==> config.mk <==
export PLATFORM = sky130hd
export DESIGN_NAME = timed_input_switcher_crossfade_top
export DESIGN_NICKNAME = d
export VERILOG_FILES = /design/src/hw/rtl/tisx_pkg.sv /design/src/hw/rtl/tisx_front.sv /design/src/hw/rtl/tisx_queue.sv /design/src/hw/rtl/tisx_back.sv /design/src/hw/rtl/timed_input_switcher_crossfade_top.sv
export SDC_FILE = /design/constraint.sdc
export NUM_CORES = 1
export LEC_CHECK = 0
export ABC_AREA = 1
export ABC_CLOCK_PERIOD_IN_PS = 6600
export BUFFER_PORTS_ARGS = -buffer_cell sky130_fd_sc_hd__buf_2
export CORE_UTILIZATION = 58
export CTS_CLUSTER_DIAMETER = 40
export DETAILED_ROUTE_END_ITERATION = 10
export PLACE_DENSITY = 0.79
export SLEW_MARGIN = 20
export SYNTH_ARGS = -nofsm -noshare
export SYNTH_HDL_FRONTEND = slang
export SYNTH_SLANG_ARGS = --single-unit
==> constraint.sdc <==
create_clock -name clk -period 6.6 [get_ports clk]
set_input_delay 0.33 -clock clk [delete_from_list [all_inputs] [get_ports clk]]
set_output_delay 0.33 -clock clk [all_outputs]
set_load 0.01 [all_outputs]
==> src/hw/rtl/tisx_pkg.sv <==
// Package for the timed input switcher: item structs, register indexes and constants.
// No dependencies.
`default_nettype none
package tisx_pkg;
    localparam int MASK_BITS = 8;
    localparam logic [31:0] MIN_STEP = 32'd655;
    localparam logic [15:0] MAX_FADE = 16'd65470;
    localparam logic [15:0] HALF_Q16 = 16'd32768;

    localparam logic [2:0] REG_MANUAL_MODE = 3'd0;
    localparam logic [2:0] REG_MANUAL_SLOT = 3'd1;
    localparam logic [2:0] REG_CLOCK_UNIT  = 3'd2;
    localparam logic [2:0] REG_INTERVAL    = 3'd3;
    localparam logic [2:0] REG_CROSSFADE   = 3'd4;

    typedef struct packed {
        logic [7:0]  connected_mask;
        logic [47:0] beat_clock;
        logic [47:0] second_clock;
    } in_item_t;

    typedef struct packed {
        logic        no_input;
        logic [2:0]  slot_a;
        logic [2:0]  slot_b;
        logic [15:0] mix_q16;
        logic [2:0]  active_slot;
    } out_item_t;

    // Classified job passed from the front end to the back end.
    typedef struct packed {
        logic        no_input;
        logic        single;
        logic [2:0]  single_slot;
        logic [7:0]  mask;
        logic [3:0]  count;
        logic [47:0] clk_val;
        logic [31:0] step;
        logic [15:0] fade;
    } job_t;
endpackage
`default_nettype wire

==> src/hw/rtl/tisx_front.sv <==
// Front end: accepts items, picks the clock, counts connected slots, resolves manual mode, clamps interval and fade.
// Depends on tisx_pkg.
`default_nettype none
module tisx_front #(
    parameter int SLOTS = 8
) (
    input  wire tisx_pkg::in_item_t item,
    input  wire logic              manual_mode,
    input  wire logic [7:0]        manual_slot,
    input  wire logic              clock_unit,
    input  wire logic [31:0]       interval_q16,
    input  wire logic [15:0]       crossfade_q16,
    output tisx_pkg::job_t         job
);
    logic [7:0] mask;
    logic [3:0] count;
    logic [2:0] first;
    logic [7:0] pick;
    logic       pick_ok;

    always_comb
    begin
        mask  = 8'd0;
        count = 4'd0;
        first = 3'd0;
        for (int i = tisx_pkg::MASK_BITS - 1; i >= 0; i--)
        begin
            if (i < SLOTS && item.connected_mask[i])
            begin
                mask[i] = 1'b1;
                first = 3'(i);
            end
        end
        for (int i = 0; i < tisx_pkg::MASK_BITS; i++)
            count = count + {3'd0, mask[i]};
        pick = (manual_slot > 8'(SLOTS - 1)) ? 8'(SLOTS - 1) : manual_slot;
        pick_ok = (pick < 8'(tisx_pkg::MASK_BITS)) && mask[pick[2:0]];
        job.no_input = (count == 4'd0);
        job.single = manual_mode || (count == 4'd1);
        job.single_slot = (manual_mode && pick_ok) ? pick[2:0] : first;
        job.mask = mask;
        job.count = count;
        job.clk_val = clock_unit ? item.second_clock : item.beat_clock;
        job.step = (interval_q16 < tisx_pkg::MIN_STEP) ? tisx_pkg::MIN_STEP : interval_q16;
        job.fade = (crossfade_q16 > tisx_pkg::MAX_FADE) ? tisx_pkg::MAX_FADE : crossfade_q16;
    end
endmodule
`default_nettype wire

==> src/hw/rtl/tisx_queue.sv <==
// Two-entry queue between front and back end.
// Depends on tisx_pkg.
`default_nettype none
module tisx_queue (
    input  wire logic           clk,
    input  wire logic           rst_n,
    input  wire logic           wr_en,
    input  wire tisx_pkg::job_t wr_data,
    output logic                full,
    input  wire logic           rd_en,
    output tisx_pkg::job_t      rd_data,
    output logic                not_empty
);
    tisx_pkg::job_t mem [2];
    logic       wp_reg, rp_reg;
    logic [1:0] cnt_reg;

    assign full = cnt_reg == 2'd2;
    assign not_empty = cnt_reg != 2'd0;
    assign rd_data = mem[rp_reg];

    always_ff @(posedge clk)
    begin
        if (wr_en)
            mem[wp_reg] <= wr_data;
    end

    always_ff @(posedge clk or negedge rst_n)
    begin
        if (!rst_n)
        begin
            wp_reg <= 1'b0;
            rp_reg <= 1'b0;
            cnt_reg <= 2'd0;
        end
        else
        begin
            if (wr_en)
                wp_reg <= ~wp_reg;
            if (rd_en)
                rp_reg <= ~rp_reg;
            cnt_reg <= cnt_reg + {1'b0, wr_en} - {1'b0, rd_en};
        end
    end

`ifndef ASSERT_OFF
    a_no_overflow: assert property (@(posedge clk) disable iff (!rst_n) full |-> !wr_en)
        else $error("queue written while full");
    a_no_underflow: assert property (@(posedge clk) disable iff (!rst_n) !not_empty |-> !rd_en)
        else $error("queue read while empty");
    a_count: assert property (@(posedge clk) disable iff (!rst_n) cnt_reg <= 2'd2)
        else $error("queue count out of range");
`endif
endmodule
`default_nettype wire

==> src/hw/rtl/tisx_back.sv <==
// Back end: restoring divisions for index, phase and mix, then slot lookup.
// Depends on tisx_pkg.
`default_nettype none
module tisx_back (
    input  wire logic              clk,
    input  wire logic              rst_n,
    input  wire logic              job_valid,
    input  wire tisx_pkg::job_t    job,
    output logic                   job_take,
    output logic                   valid,
    input  wire logic              stall,
    output tisx_pkg::out_item_t    item
);
    typedef enum logic [2:0] {S_IDLE, S_IDX, S_PH, S_MIX, S_MOD, S_DONE} state_t;
    state_t state_reg;
    logic        valid_reg;
    logic [5:0]  cnt_reg;
    logic [47:0] quo_reg;
    logic [32:0] rem_reg;
    logic [31:0] step_reg;
    logic [15:0] fade_reg, edge_reg, phase_reg;
    logic [7:0]  mask_reg;
    logic [3:0]  count_reg;
    tisx_pkg::out_item_t out_reg;
    tisx_pkg::out_item_t out_next;

    logic [32:0] trial;
    logic [15:0] mix_w;
    logic [2:0]  sa, sb;
    logic [2:0]  ia;
    logic        emit_now;
    logic        emit_done;

    // Index modulo count, reduced serially beside the phase and mix divisions.
    logic [3:0]  mrem_reg;
    logic [5:0]  mcnt_reg;
    logic        mbusy_reg;
    logic [47:0] idx_reg;
    logic [4:0]  mtrial;

    assign item = out_reg;
    assign valid = valid_reg;
    assign job_take = (state_reg == S_IDLE) && job_valid && (!valid_reg || !stall);
    assign trial = {rem_reg[31:0], quo_reg[47]};
    assign mix_w = quo_reg[15:0];
    assign emit_now = job_take && (job.no_input || job.single);
    assign emit_done = (state_reg == S_DONE) && !mbusy_reg && (!valid_reg || !stall);

    // Pick the ia-th and next connected slot in ascending order.
    always_comb
    begin
        logic [3:0] k;
        logic [3:0] kb;
        k = 4'd0;
        sa = 3'd0;
        sb = 3'd0;
        kb = ({1'b0, ia} + 4'd1 == count_reg) ? 4'd0 : {1'b0, ia} + 4'd1;
        for (int i = 0; i < tisx_pkg::MASK_BITS; i++)
        begin
            if (mask_reg[i])
            begin
                if (k == {1'b0, ia})
                    sa = 3'(i);
                if (k == kb)
                    sb = 3'(i);
                k = k + 4'd1;
            end
        end
    end

    always_comb
    begin
        out_next = out_reg;
        if (emit_now)
        begin
            out_next = '0;
            out_next.no_input = job.no_input;
            if (!job.no_input)
            begin
                out_next.slot_a = job.single_slot;
                out_next.slot_b = job.single_slot;
                out_next.active_slot = job.single_slot;
            end
        end
        else if (emit_done)
        begin
            out_next.no_input = 1'b0;
            out_next.slot_a = sa;
            out_next.slot_b = sb;
            out_next.mix_q16 = mix_w;
            out_next.active_slot = (mix_w >= tisx_pkg::HALF_Q16) ? sb : sa;
        end
    end

    always_ff @(posedge clk or negedge rst_n)
    begin
        if (!rst_n)
        begin
            state_reg <= S_IDLE;
            valid_reg <= 1'b0;
            cnt_reg <= 6'd0;
            quo_reg <= 48'd0;
            rem_reg <= 33'd0;
            step_reg <= 32'd0;
            fade_reg <= 16'd0;
            edge_reg <= 16'd0;
            phase_reg <= 16'd0;
            mask_reg <= 8'd0;
            count_reg <= 4'd0;
            out_reg <= '0;
        end
        else
        begin
            out_reg <= out_next;
            if (emit_now || emit_done)
                valid_reg <= 1'b1;
            else if (!stall)
                valid_reg <= 1'b0;
            case (state_reg)
                S_IDLE:
                begin
                    if (job_take)
                    begin
                        step_reg <= job.step;
                        fade_reg <= job.fade;
                        edge_reg <= 16'(17'h10000 - {1'b0, job.fade});
                        mask_reg <= job.mask;
                        count_reg <= job.count;
                        quo_reg <= job.clk_val;
                        rem_reg <= 33'd0;
                        cnt_reg <= 6'd0;
                        if (!job.no_input && !job.single)
                            state_reg <= S_IDX;
                    end
                end
                S_IDX:
                begin
                    // One quotient bit per cycle of clock / step.
                    if (trial >= {1'b0, step_reg})
                    begin
                        rem_reg <= trial - {1'b0, step_reg};
                        quo_reg <= {quo_reg[46:0], 1'b1};
                    end
                    else
                    begin
                        rem_reg <= trial;
                        quo_reg <= {quo_reg[46:0], 1'b0};
                    end
                    cnt_reg <= cnt_reg + 6'd1;
                    if (cnt_reg == 6'd47)
                        state_reg <= S_MOD;
                end
                S_MOD:
                begin
                    // The modulo unit captures the index in this cycle.
                    state_reg <= S_PH;
                    cnt_reg <= 6'd0;
                end
                S_PH:
                begin
                    if ({rem_reg[31:0], 1'b0} >= {1'b0, step_reg})
                    begin
                        rem_reg <= {rem_reg[31:0], 1'b0} - {1'b0, step_reg};
                        phase_reg <= {phase_reg[14:0], 1'b1};
                    end
                    else
                    begin
                        rem_reg <= {rem_reg[31:0], 1'b0};
                        phase_reg <= {phase_reg[14:0], 1'b0};
                    end
                    if (cnt_reg == 6'd15)
                    begin
                        state_reg <= S_MIX;
                        cnt_reg <= 6'd0;
                    end
                    else
                        cnt_reg <= cnt_reg + 6'd1;
                end
                S_MIX:
                begin
                    if (cnt_reg == 6'd0)
                    begin
                        rem_reg <= {17'd0, phase_reg - edge_reg};
                        quo_reg[15:0] <= 16'd0;
                        if (fade_reg == 16'd0 || phase_reg <= edge_reg)
                            state_reg <= S_DONE;
                    end
                    else if ({rem_reg[31:0], 1'b0} >= {17'd0, fade_reg})
                    begin
                        rem_reg <= {rem_reg[31:0], 1'b0} - {17'd0, fade_reg};
                        quo_reg[15:0] <= {quo_reg[14:0], 1'b1};
                    end
                    else
                    begin
                        rem_reg <= {rem_reg[31:0], 1'b0};
                        quo_reg[15:0] <= {quo_reg[14:0], 1'b0};
                    end
                    cnt_reg <= cnt_reg + 6'd1;
                    if (cnt_reg == 6'd16)
                        state_reg <= S_DONE;
                end
                S_DONE:
                begin
                    // Waits for the modulo unit and for room in the result register.
                    if (emit_done)
                        state_reg <= S_IDLE;
                end
                default: state_reg <= S_IDLE;
            endcase
        end
    end

    assign mtrial = {mrem_reg, idx_reg[47]};
    always_ff @(posedge clk or negedge rst_n)
    begin
        if (!rst_n)
        begin
            mbusy_reg <= 1'b0;
            mcnt_reg <= 6'd0;
            idx_reg <= 48'd0;
            mrem_reg <= 4'd0;
        end
        else if (state_reg == S_MOD)
        begin
            idx_reg <= quo_reg;
            mrem_reg <= 4'd0;
            mcnt_reg <= 6'd0;
            mbusy_reg <= 1'b1;
        end
        else if (mbusy_reg)
        begin
            mrem_reg <= (mtrial >= {1'b0, count_reg}) ? 4'(mtrial - {1'b0, count_reg})
                                                        : mtrial[3:0];
            idx_reg <= {idx_reg[46:0], 1'b0};
            mcnt_reg <= mcnt_reg + 6'd1;
            if (mcnt_reg == 6'd47)
                mbusy_reg <= 1'b0;
        end
    end
    assign ia = mrem_reg[2:0];

`ifndef ASSERT_OFF
    a_idle_mod: assert property (@(posedge clk) disable iff (!rst_n)
        state_reg == S_IDLE |-> !mbusy_reg)
        else $error("modulo unit busy while idle");
    a_take_idle: assert property (@(posedge clk) disable iff (!rst_n)
        job_take |-> state_reg == S_IDLE)
        else $error("job taken while busy");
    a_mix_single: assert property (@(posedge clk) disable iff (!rst_n)
        valid_reg && out_reg.no_input |-> out_reg.mix_q16 == 16'd0)
        else $error("mix set with no input");
`endif
endmodule
`default_nettype wire

==> src/hw/rtl/timed_input_switcher_crossfade_top.sv <==
// Top level of the timed input switcher with crossfade.
// Depends on tisx_pkg, tisx_front, tisx_queue and tisx_back.
`default_nettype none
// One result per item. Items with no input, manual mode or a single connected slot
// go through the queue into the result register when the back end takes them, one
// per cycle while the result is not stalled. An automatic item holds the back end
// while it is taken, run through the bit-serial 48-bit clock/interval divider, its
// index handed over and reduced bit-serially modulo the connected count (the 16-step
// phase and up to 17-step mix divisions run beside it), and its result loaded. A
// stalled result holds the back end for as long as the stall lasts. A two-entry queue
// lets the front end accept items while the back end works; the input stalls when full.
module timed_input_switcher_crossfade_top #(
    parameter int SLOTS = 8
) (
    input  wire logic                clk,
    input  wire logic                rst_n,
    input  wire logic                in_valid,
    output logic                     in_stall,
    input  wire tisx_pkg::in_item_t  in_item,
    output logic                     out_valid,
    input  wire logic                out_stall,
    output tisx_pkg::out_item_t      out_item,
    input  wire logic                cfg_valid,
    output logic                     cfg_ready,
    input  wire logic [2:0]          cfg_index,
    input  wire logic [31:0]         cfg_data
);
    logic        manual_mode_reg, clock_unit_reg;
    logic [7:0]  manual_slot_reg;
    logic [31:0] interval_reg;
    logic [15:0] crossfade_reg;
    tisx_pkg::job_t fjob, qjob;
    logic q_full, q_ne, take;

    assign cfg_ready = 1'b1;
    assign in_stall = q_full;

    always_ff @(posedge clk or negedge rst_n)
    begin
        if (!rst_n)
        begin
            manual_mode_reg <= 1'b0;
            manual_slot_reg <= 8'd0;
            clock_unit_reg <= 1'b0;
            interval_reg <= 32'd65536;
            crossfade_reg <= 16'd0;
        end
        else if (cfg_valid)
        begin
            case (cfg_index)
                tisx_pkg::REG_MANUAL_MODE: manual_mode_reg <= cfg_data[0];
                tisx_pkg::REG_MANUAL_SLOT: manual_slot_reg <= cfg_data[7:0];
                tisx_pkg::REG_CLOCK_UNIT:  clock_unit_reg <= cfg_data[0];
                tisx_pkg::REG_INTERVAL:    interval_reg <= cfg_data;
                tisx_pkg::REG_CROSSFADE:   crossfade_reg <= cfg_data[15:0];
                default: ;
            endcase
        end
    end

    tisx_front #(.SLOTS(SLOTS)) u_front (
        .item(in_item),
        .manual_mode(manual_mode_reg), .manual_slot(manual_slot_reg),
        .clock_unit(clock_unit_reg), .interval_q16(interval_reg),
        .crossfade_q16(crossfade_reg), .job(fjob)
    );

    tisx_queue u_queue (
        .clk(clk), .rst_n(rst_n), .wr_en(in_valid && !q_full), .wr_data(fjob),
        .full(q_full), .rd_en(take), .rd_data(qjob), .not_empty(q_ne)
    );

    tisx_back u_back (
        .clk(clk), .rst_n(rst_n), .job_valid(q_ne), .job(qjob), .job_take(take),
        .valid(out_valid), .stall(out_stall), .item(out_item)
    );
endmodule
`default_nettype wire
### Word level (Yosys, flattened, before mapping)

Memories as Yosys holds them, arrays and structs flattened.
Cells that the tools add are included.

| word-level totals | value |
|---|---|
| memory bits (writable) | 226 |
| bits in registers | 329 |
| memories | 1 |
| output and inout bits | 29 |

| operators by class | value |
|---|---|
| bitwise gates (word level) | 2 |
| $add $sub $neg | 24 |
| eq/ne operators | 38 |
| reduce and logical (&&, ||, !) cells | 44 |
| muxes and demuxes | 103 |
| magnitude comparators | 11 |

Memory list:

| memory | depth | width | rd ports | clocked after memory_dff | wr ports | RTL line | source |
|---|---|---|---|---|---|---|---|
| u_queue.mem | 2 | 113 | 1 | 0 | 1 | tisx_queue.sv:14 | `tisx_pkg::job_t mem [2];` |

Operators by type and width:

| kind | count |
|---|---|
| 2-to-1 mux 32 bit | 6 |
| 2-to-1 mux 48 bit | 4 |
| 2-to-1 mux 3 bit | 45 |
| one-hot mux 32 bit (4 select lines) | 1 |
| greater-or-equal comparator 33 x 32 -> 1 bit | 2 |
| one-hot mux 32 bit (2 select lines) | 1 |
| subtractor 32 bit | 2 |
| 2-to-1 mux 26 bit | 2 |
| one-hot mux 16 bit (3 select lines) | 1 |
| 2-to-1 mux 4 bit | 10 |
| greater-or-equal comparator 33 x 16 -> 1 bit | 1 |
| less-than comparator 32 x 10 -> 1 bit, second input constant | 1 |
| 2-to-1 mux 16 bit | 2 |
| subtractor 32 x 16 -> 32 bit | 1 |
| 2-to-1 mux 6 bit | 5 |
| equality test 4 bit | 7 |
| adder 4 x 1 -> 4 bit | 6 |
| equality test 4 x 3 -> 1 bit | 6 |
| one-hot mux 6 bit (4 select lines) | 1 |
| 2-to-1 mux 1 bit | 22 |
| adder 4 x 1 -> 4 bit, second input constant | 5 |
| AND reduction 2 bit | 10 |
| one-hot mux 3 bit (6 select lines) | 1 |
| greater-or-equal comparator 16 bit, second input constant | 1 |
| other kinds (43) | 79 |

### Longest topological paths before layout

Gate-level depths: netlist (run 1).

| logic depth | value |
|---|---|
| depth in word-level cells | 21 |
| mapped depth | 32 |
| depth with buffers taken out | 32 |

### Cells and area by module

A second synthesis (run 1) with hierarchy kept.

| second synthesis, totals | value |
|---|---|
| cell total of the unflattened synthesis | 3812 |
| area total of the unflattened synthesis | 31507.7 um2 |

By module, submodules not included:

| module | instances | cells each | area an instance (um2) | sequential area each (um2) |
|---|---|---|---|---|
| tisx_back | 1 | 2710 | 18956.9 | 6656.4 |
| tisx_queue | 1 | 615 | 8777.2 | 6886.6 |
| timed_input_switcher_crossfade_top | 1 | 265 | 2298.5 | 1452.6 |
| tisx_front | 1 | 222 | 1475.2 | 0.0 |

### Worst setup path before layout (run 1)

No wires, ideal clock.

| timing | value |
|---|---|
| kind | reg2reg |
| start | reg u_queue.cnt_reg[1] |
| end | mem u_queue.mem[0][0] in the netlist's numbering, enable pin |
| path buffers | 0 |
| slack | 0.666 ns |
| setup time | 0.587 ns |
| data required time | 6.013 ns |
| cell stages (with the launch flop) | 4 |
| arrival time | 5.348 ns |
| cells stage by stage | dfrtp_1 -> inv_1 -> o21ai_0 -> nor2_1 |

| between the ends | value |
|---|---|
| cells in the longest elaborated chain, start to end | 5 |

RTL lines:

| element | RTL line | source |
|---|---|---|
| start, declared | tisx_queue.sv:16 | `logic [1:0] cnt_reg;` |
| start signal, assigned | tisx_queue.sv:42 | `cnt_reg <= cnt_reg + {1'b0, wr_en} - {1'b0, rd_en};` |
| equality test 2 bit | tisx_queue.sv:18 | `assign full = cnt_reg == 2'd2;` |
| logical NOT 1 bit | timed_input_switcher_crossfade_top.sv:69 | `.clk(clk), .rst_n(rst_n), .wr_en(in_valid && !q_full), .wr_data(fjob),` |
| logical AND 1 bit | timed_input_switcher_crossfade_top.sv:69 |  |
| 2-to-1 mux 1 bit | tisx_queue.sv:24 | `if (wr_en)` |
| 2-to-1 mux 1 bit (not written as such) | tisx_queue.sv:25 | `mem[wp_reg] <= wr_data;` |
| end, declared | tisx_queue.sv:14 |  |

Every way passes these cells.

### Worst setup path after layout (run 1)

| timing | value |
|---|---|
| start | reg u_back.mask_reg[0] |
| end | reg u_back.out_reg (netlist bit u_back.item[2]) |

| between the ends | value |
|---|---|
| cells in the longest elaborated chain, start to end | 19 |

RTL lines:

| element | RTL line | source |
|---|---|---|
| start, declared | tisx_back.sv:22 | `logic [7:0] mask_reg;` |
| start signal, assigned | tisx_back.sv:127 | `mask_reg <= job.mask;` |
| 2-to-1 mux 1 bit * | tisx_back.sv:60 | `if (mask_reg[i])` |
| adder 1 x 1 -> 2 bit | tisx_back.sv:66 | `k = k + 4'd1;` |
| 2-to-1 mux 4 bit * | tisx_back.sv:60 |  |
| adder 4 x 1 -> 4 bit (tied with other cells) | tisx_back.sv:66 |  |
| 2-to-1 mux 4 bit (tied with other cells) | tisx_back.sv:60 |  |
| adder 4 x 1 -> 4 bit (tied with other cells) | tisx_back.sv:66 |  |
| 2-to-1 mux 4 bit (tied with other cells) | tisx_back.sv:60 |  |
| adder 4 x 1 -> 4 bit (tied with other cells) | tisx_back.sv:66 |  |
| [3 not listed] | - |  |
| adder 4 x 1 -> 4 bit (tied with other cells) | tisx_back.sv:66 |  |
| 2-to-1 mux 4 bit (tied with other cells) | tisx_back.sv:60 |  |
| equality test 4 x 3 -> 1 bit (tied with other cells) | tisx_back.sv:62 | `if (k == {1'b0, ia})` |
| 2-to-1 mux 3 bit, on equally long branches | tisx_back.sv:62, tisx_back.sv:64 |  |
| 2-to-1 mux 3 bit | tisx_back.sv:60 |  |
| 2-to-1 mux 3 bit * | tisx_back.sv:91 | `out_next.active_slot = (mix_w >= tisx_pkg::HALF_Q16) ? sb : sa;` |
| 2-to-1 mux 26 bit * | tisx_back.sv:85 | `else if (emit_done)` |
| 2-to-1 mux 26 bit * | tisx_back.sv:74 | `if (emit_now)` |
| end signal, assigned | tisx_back.sv:114 | `out_reg <= out_next;` |
| end, declared | tisx_back.sv:24 | `tisx_pkg::out_item_t out_reg;` |

Mark *: on every way between the ends. The rest lies on a longest branch, timed or not. The select of a mux whose other input is x is not followed.
A chain may end at the register's enable or synchronous reset.

==> key figures, run 1 <==
Worst setup path
  – Startpoint types: flip-flop
  – CP required: 7120 ps
  – Reg-to-reg slack, setup: 1800 ps
  – Slowest CP cell: dfrtp_1
  – CP endpoint kind: flip-flop
  – Reg2reg start: u_back.mask_reg[0]
  – R2R depth: 29
  – Critical Path AT: 5320 ps
  – Worst reg2reg endpoint: u_back.item[2]
  – WS Path Type: reg2reg
  – Worst stage delay on the critical path: 420 ps
  – Crit-path max FO: 6
  – Most used cell, CP: nand2_1
  – Worst Setup SP: u_back.mask_reg[0]

STA
  – Setup Total Neg Slack: 0 ps
  – Final setup fails: 0
  – Final Max Slew Viols: 0
  – Slew Limit Headroom: 0.2647
  – RSZ-0062 raised after global routing: false
  – Worst setup margin: 1803 ps
  – Clk_skew: 62.45 ps
  – Final hold violation count: 0
  – F_max: 0.2084 GHz
  – Pin slew with the least headroom to its limit: 1102 ps
  – Period utilisation layout: 0.7269
  – Minimum clock period: 4797 ps
  – Hold slack: 13.88 ps

Cells and area
  – Finished Core Util: 0.6856
  – Fin nets: 4085
  – Most frequent cells in the layout: nand2_1 (990), inv_1 (366), dfrtp_1 (326)
  – # diodes: 0
  – Commonest non-fill, non-tap cell in the layout: nand2_1
  – Max reg flops: 226
  – Layout cell share with drive strength beyond 1: 0.1185
  – Synth-to-layout area growth: 16.43%

Clock tree
  – CTS H-Tree Depth: 3
  – Clk sinks: 554
  – Clock transition at path regs: 60 ps
  – Max Buffers Root-to-Sink: 3
  – CTS tree: yes
  – Post-CTS Setup Bufs: 0
  – TritonCTS Buffers: 80
  – Clock root cell: clkbuf_16
  – Clk Latency, worst-skew pair: 650 ps

Place
  – Hpwl dp: 57970 um
  – Placement Setup Slack: 1887 ps
  – GPL Wtd Cong: 1.010
  – I/O Buffers: 171

Floorplan
  – FP Rows: 83
  – CORE AREA: 51510 um2
  – Die width: 230.7 um
  – Initial core utilization: 0.5889
  – IO Count: 173
  – Die area: 53220 um2
  – Die Ht: 230.7 um

Global routing
  – Antenna violations before repair: 0
  – First-pass GRT wire length: 136500 um
  – Vias in the first global route: 25877
  – Overall routing resource usage: 0.3277
  – Largest net degree at the start of global routing: 162
  – Overflow after GRT: 0

Route
  – DRT antenna net count: 0
  – Drt pass-1 iters: 6
  – DR vias/cell: 5.839
  – Detailed-route DRC error count: 0
  – Wire per inst: 18.81 um
  – DR iter-0 viols: 2501
  – Routed WL: 86440 um
  – Via count: 26828

Synth
  – Gate Count Post-Synth: 3643
  – Register area share after synthesis: 0.4944
  – Library cells used by synthesis: 67
  – Synth warnings: 0
  – Synth Register Bits: 554
  – Post-Syn Nets: 3881
  – Synth Flop Type: dfrtp_1
  – Post-synth EDFFs: 226
  – Synthesized area: 30330 um2
  – Syn avg cell area: 8.326 um2
  – Async SR Flop Fraction: 0.5921

Job
  – Max_cap viols: 0

Hold path
  – Min-Delay Path Depth: 3
  – Worst Hold Path EP: u_queue.mem[1][75]
  – Hold Path Class: in2reg
  – Min-delay src: in_item[27]

Power and ir drop
  – Worst vdd ir: 0.3709 mV
  – Tot Pwr: 20.96 mW
  – Power Dens Cells: 593.5 nW/um2
  – P_leak: 16.20 nW

Status
  – Outcome: finished, final reports clean
==> synthesized netlist by cell type (32+ instances only) <==
| cell type | number | area share |
|---|---|---|
| o211ai_1 | 60 | 0.015 |
| ha_1 | 85 | 0.035 |
| nor2_1 | 309 | 0.038 |
| o22ai_1 | 32 | 0.0066 |
| clkbuf_1 | 122 | 0.015 |
| a31oi_1 | 58 | 0.012 |
| nand3_1 | 184 | 0.030 |
| nand2_1 | 990 | 0.12 |
| xor2_1 | 66 | 0.019 |
| a21oi_1 | 178 | 0.029 |
| dfrtp_1 | 327 | 0.27 |
| o21ai_0 | 231 | 0.038 |
| inv_1 | 366 | 0.045 |
| nor3_1 | 33 | 0.0054 |
| nand4_1 | 53 | 0.011 |
| edfxtp_1 | 226 | 0.22 |
==> through the flow <==
step / cells / instance area (um2)
2_1_floorplan: 3643 / 30330
3_3_place_gp: 4350 / 31560
3_5_place_dp: 4350 / 31560
4_1_cts: 4594 / 35300
5_1_grt: 4595 / 35320
6_report: 4595 / 35320
==> worst max path at each step <==
stage                   endpoint  depth (start not counted)
2_1_floorplan  u_queue.mem[0][0]                          3
3_3_place_gp      u_back.item[1]                         29
3_5_place_dp      u_back.item[1]                         29
4_1_cts           u_back.item[2]                         29
5_1_grt           u_back.item[2]                         32
6_report          u_back.item[2]                         29
==> cell type report <==
cell class | count | area (um2)
fillers | 3943 | 16190
flip-flops and latches | 554 | 15000
multi-input cells | 2536 | 13210
clock buffers | 97 | 2127
repair buffers | 288 | 1994
inverters | 387 | 1465
well taps | 680 | 850.8
clock inverters | 53 | 670.6
==> per-layer routing <==
layer	up-vias	part of all wire	global-route usage
li1	12590	-	-
met1	12790	0.39	0.4091
met2	1174	0.49	0.5481
met3	274	0.064	0.04916
met4	0	0.057	0.1807
met5	-	0	0
==> where the power goes <==
| part | internal (mW) | total [mW] | switching (mW) |
|---|---|---|---|
| logic | 3.43 | 10.7 | 7.28 |
| registers | 4.93 | 5.88 | 0.948 |
| clock network | 2.62 | 4.37 | 1.75 |
==> kinds of logic (layout without fill, tap and decap cells) <==
kind of cell	count (synthesis)	in the layout	share of synthesized area
simple gates	1676	1676	0.2322
flops	554	554	0.4944
mux	23	23	0.008373
other cells	1	1	0.0001236
buf+inv	553	825	0.07223
compound gates	655	655	0.1266
fa+ha+maj	94	94	0.04100
xor+xnor	87	87	0.02512
==> timing repair <==
action | 4_1_cts | 5_1_grt
endpoints found under the hold margin | 196 | 1
resized for setup | 0 | 0
hold buffers | 94 | 1
==> worst max-delay path, delay by kind of cell (launching register included) <==
kind                       cells  cell delay, ps
buffers and inverters          5             450
and+or+nand+nor               19            2330
DFF                            1             420
adders and majority gates      5            1480
(Power assumes the default switching activity.)
==> run 2, diff against run 1 <==
--- a/config.mk
+++ b/config.mk
@@ -5,13 +5,13 @@
 export SDC_FILE = /design/constraint.sdc
 export NUM_CORES = 1
 export LEC_CHECK = 0
-export ABC_AREA = 1
-export ABC_CLOCK_PERIOD_IN_PS = 6600
+export ABC_AREA = 0
+export ABC_CLOCK_PERIOD_IN_PS = 3950
 export BUFFER_PORTS_ARGS = -buffer_cell sky130_fd_sc_hd__buf_2
-export CORE_UTILIZATION = 58
+export CORE_UTILIZATION = 56
 export CTS_CLUSTER_DIAMETER = 40
 export DETAILED_ROUTE_END_ITERATION = 10
-export PLACE_DENSITY = 0.79
+export PLACE_DENSITY = 0.8
 export SLEW_MARGIN = 20
 export SYNTH_ARGS = -nofsm -noshare
 export SYNTH_HDL_FRONTEND = slang
==> constraint.sdc (replaced) <==
create_clock -name clk -period 3.95 [get_ports clk]
set_input_delay 0.1975 -clock clk [delete_from_list [all_inputs] [get_ports clk]]
set_output_delay 0.1975 -clock clk [all_outputs]
set_load 0.01 [all_outputs]
==> key figures, run 2 <==
Status
  – Outcome: finished, violations left
  – Failing checks: negative setup slack

Route
  – Detailed-route DRC error count: 0
  – DRT antenna net count: 0
  – Via count: 24807
  – DR vias/cell: 6.255
  – Routed WL: 91340 um
  – Wire per inst: 23.03 um
  – Drt pass-1 iters: 7
  – DR iter-0 viols: 2963

Synth
  – Post-synth top cells: nand2_1 (347), dfrtp_1 (327), o21ai_0 (255)
  – Library cells used by synthesis: 96
  – Syn avg cell area: 10.32 um2
  – Synth Flop Type: dfrtp_1
  – Synth top area cells: dfrtp_1 (27%), edfxtp_1 (23%), mux2i_1 (5.7%)
  – Yosys top cell area share: 0.2747
  – Synthesized area: 29790 um2
  – Post-Syn Nets: 3124
  – Most instantiated library cell after synthesis: nand2_1
  – Async SR Flop Fraction: 0.5921
  – Post-synth EDFFs: 226
  – Gate Count Post-Synth: 2886
  – Register area share after synthesis: 0.5034
  – Synth warnings: 0
  – Largest area contributor in the netlist: dfrtp_1
  – Synth Register Bits: 554

Worst setup path
  – WS Path Type: reg2reg
  – Reg2reg start: u_back.mask_reg[0]
  – CP required: 4470 ps
  – Reg-to-reg slack, setup: -190 ps
  – Startpoint types: flip-flop
  – Worst stage delay on the critical path: 570 ps
  – Worst reg2reg endpoint: u_back.item[1]
  – Critical-path cell list: inv_2, ha_4, and2b_1, or2_4, ha_4, nand2b_4, o31ai_4, inv_2, buf_4, buf_4, buf_4, buf_4, buf_4, buf_4, buf_4, buf_4, xnor2_1, or4_4, o211ai_1, nand2_1, o311a_1, o22a_1
  – R2R depth: 22
  – Critical Path AT: 4660 ps
  – Most used cell, CP: buf_4
  – CP endpoint kind: flip-flop
  – Slowest CP cell: or4_4
  – Crit-path max FO: 3

Floorplan
  – CORE AREA: 52550 um2
  – IO Count: 173
  – Die area: 54120 um2
  – Initial core utilization: 0.5669
  – FP Rows: 84
  – Die Ht: 232.6 um
  – Die width: 232.6 um

Global routing
  – M2 GR Usage: 0.5483
  – Antenna violations before repair: 2
  – Global route hottest layer: met2
  – Largest net degree at the start of global routing: 171
  – Met1 Usage GRT: 0.4420
  – Overflow after GRT: 0
  – Vias in the first global route: 24722
  – Overall routing resource usage: 0.3365
  – GR Util met3: 0.05944
  – First-pass GRT wire length: 139800 um

Clock tree
  – CTS H-Tree Depth: 3
  – Max Buffers Root-to-Sink: 3
  – Clock root cell: clkbuf_16
  – TritonCTS Buffers: 79
  – Clock transition at path regs: 60 ps
  – Clk sinks: 554
  – CTS tree: yes
  – Clk Latency, worst-skew pair: 650 ps

STA
  – Final Max Slew Viols: 0
  – Pin slew with the least headroom to its limit: 1008 ps
  – Minimum clock period: 4141 ps
  – RSZ-0062 raised after global routing: true
  – Worst setup margin: -191.4 ps
  – Slew Limit Headroom: 0.3283
  – Final hold violation count: 0
  – Final setup fails: 9
  – Clk_skew: 63.08 ps
  – F_max: 0.2415 GHz
  – Period utilisation layout: 1.048

Power and ir drop
  – Flop pwr share: 0.451
  – Worst vdd ir: 0.4313 mV
  – Clock share of power: 0.452
  – Pint: 12.10 mW
  – Sw Ratio: 0.2595
  – Tot Pwr: 16.34 mW
  – P_sw: 4.240 mW
  – Power Dens Cells: 453.0 nW/um2
  – P_leak: 14.73 nW
  – Combinational share of power: 0.097

Cells and area
  – Max reg flops: 226
  – Commonest non-fill, non-tap cell in the layout: nand2_1
  – Layout cell share with drive strength beyond 1: 0.1826
  – Final instance area: 36070 um2
  – Synth-to-layout area growth: 21.09%
  – Most frequent cells in the layout: nand2_1 (346), dfrtp_1 (324), o21ai_0 (250)
  – Fin nets: 3446
  – Fillcell total: 3660

Place
  – GPL Wtd Cong: 0.9944
  – Hpwl dp: 58510 um
  – Dpl cell area: 31650 um2
  – I/O Buffers: 171

Hold path
  – Hold Path Class: in2async

Job
  – Max_cap viols: 0
[run 2: cell count changes after synthesis, sizes merged, moves of 81 or more]
cell   before  now
mux2       16  109
nand2    1015  347
xnor2      21  102
nor2      326  184
inv       382  137
nand3     191   33
mux2i       7  169
[run 2: metal layers]
layer	up-vias	part of all wire
li1	11006	-
met1	12091	0.40
met2	1398	0.48
met3	312	0.077
met4	0	0.043
met5	-	0
[run 2: layout make-up]
cell class	count	area, um2	share of cell area
diodes	3	7.507	0.0002081
clock buffers	94	2093	0.05803
clock inverters	54	696.9	0.01932
inverters	137	516.7	0.01432
multi-input cells	2018	13730	0.3805
flip-flops and latches	554	15000	0.4159
well taps	688	860.8	0.02386
repair buffers	418	3167	0.08779
[run 2: logic make-up after synthesis]
family                   synth area share
adder cells (fa/ha/maj)           0.04175
other                           0.0001259
flip-flops                         0.5034
AND/OR/NAND/NOR                    0.1193
XOR/XNOR                          0.04910
AO/OA/AOI/OAI                      0.1463
multiplexers                      0.09799
buffers and inverters             0.04200
[run 2: power by group through the flow]
| stage | registers (mW) | logic, mW | clock network, mW |
|---|---|---|---|
| floorplan | 7.30 | 0.887 | 0 |
| global route | 7.41 | 1.70 | 7.66 |
| detailed placement | 7.41 | 1.35 | 0 |
| CTS | 7.32 | 1.55 | 7.37 |
| global placement | 7.35 | 1.29 | 0 |
| finish | 7.37 | 1.59 | 7.38 |
[run 2: timing repair]
item,in CTS,in global routing
setup buffers,13,4
hold buffers,142,0
endpoints found under the hold margin,243,0
resized for setup,11,11
pin swaps,19,14
setup endpoints to repair,9,9
[run 2: per-stage QoR]
| step | worst slack, ps | hold slack [ps] | utilization | TNS [ps] | std cells |
|---|---|---|---|---|---|
| 5_1_grt | -375.2 | 110.2 | 0.6864 | -2588 | 3965 |
| 3_5_place_dp | -249.5 | 236.6 | 0.6023 | -1724 | 3657 |
| 6_report | -191.4 | 127.9 | 0.6865 | -1158 | 3966 |
| 3_3_place_gp | -164.8 | 224.3 | 0.6023 | -1060 | 3657 |
| 2_1_floorplan | -299.1 | -98.09 | - | -1944 | 2886 |
| 4_1_cts | -171.7 | 54.73 | 0.6850 | -970.5 | 3960 |
[run 2: how the worst max path moves through the flow]
stage | from | to | slack, ps | depth (start not counted)
floorplan | u_back.mask_reg[0] | u_back.item[1] | -300 | 20
global placement | u_back.mask_reg[1] | u_back.item[1] | -160 | 21
detailed placement | u_back.mask_reg[1] | u_back.item[19] | -250 | 21
CTS | u_back.mask_reg[0] | u_back.item[1] | -170 | 21
global route | u_back.mask_reg[0] | u_back.item[0] | -380 | 23
finish | u_back.mask_reg[0] | u_back.item[1] | -190 | 22
[run 2: critical path, delay by kind of cell (launching register included)]
kind,cells,cell delay [ps]
flops,1,430
buf+inv,10,1150
fa+ha+maj,2,370
simple gates,5,1290
compound gates,4,700
xor+xnor,1,110
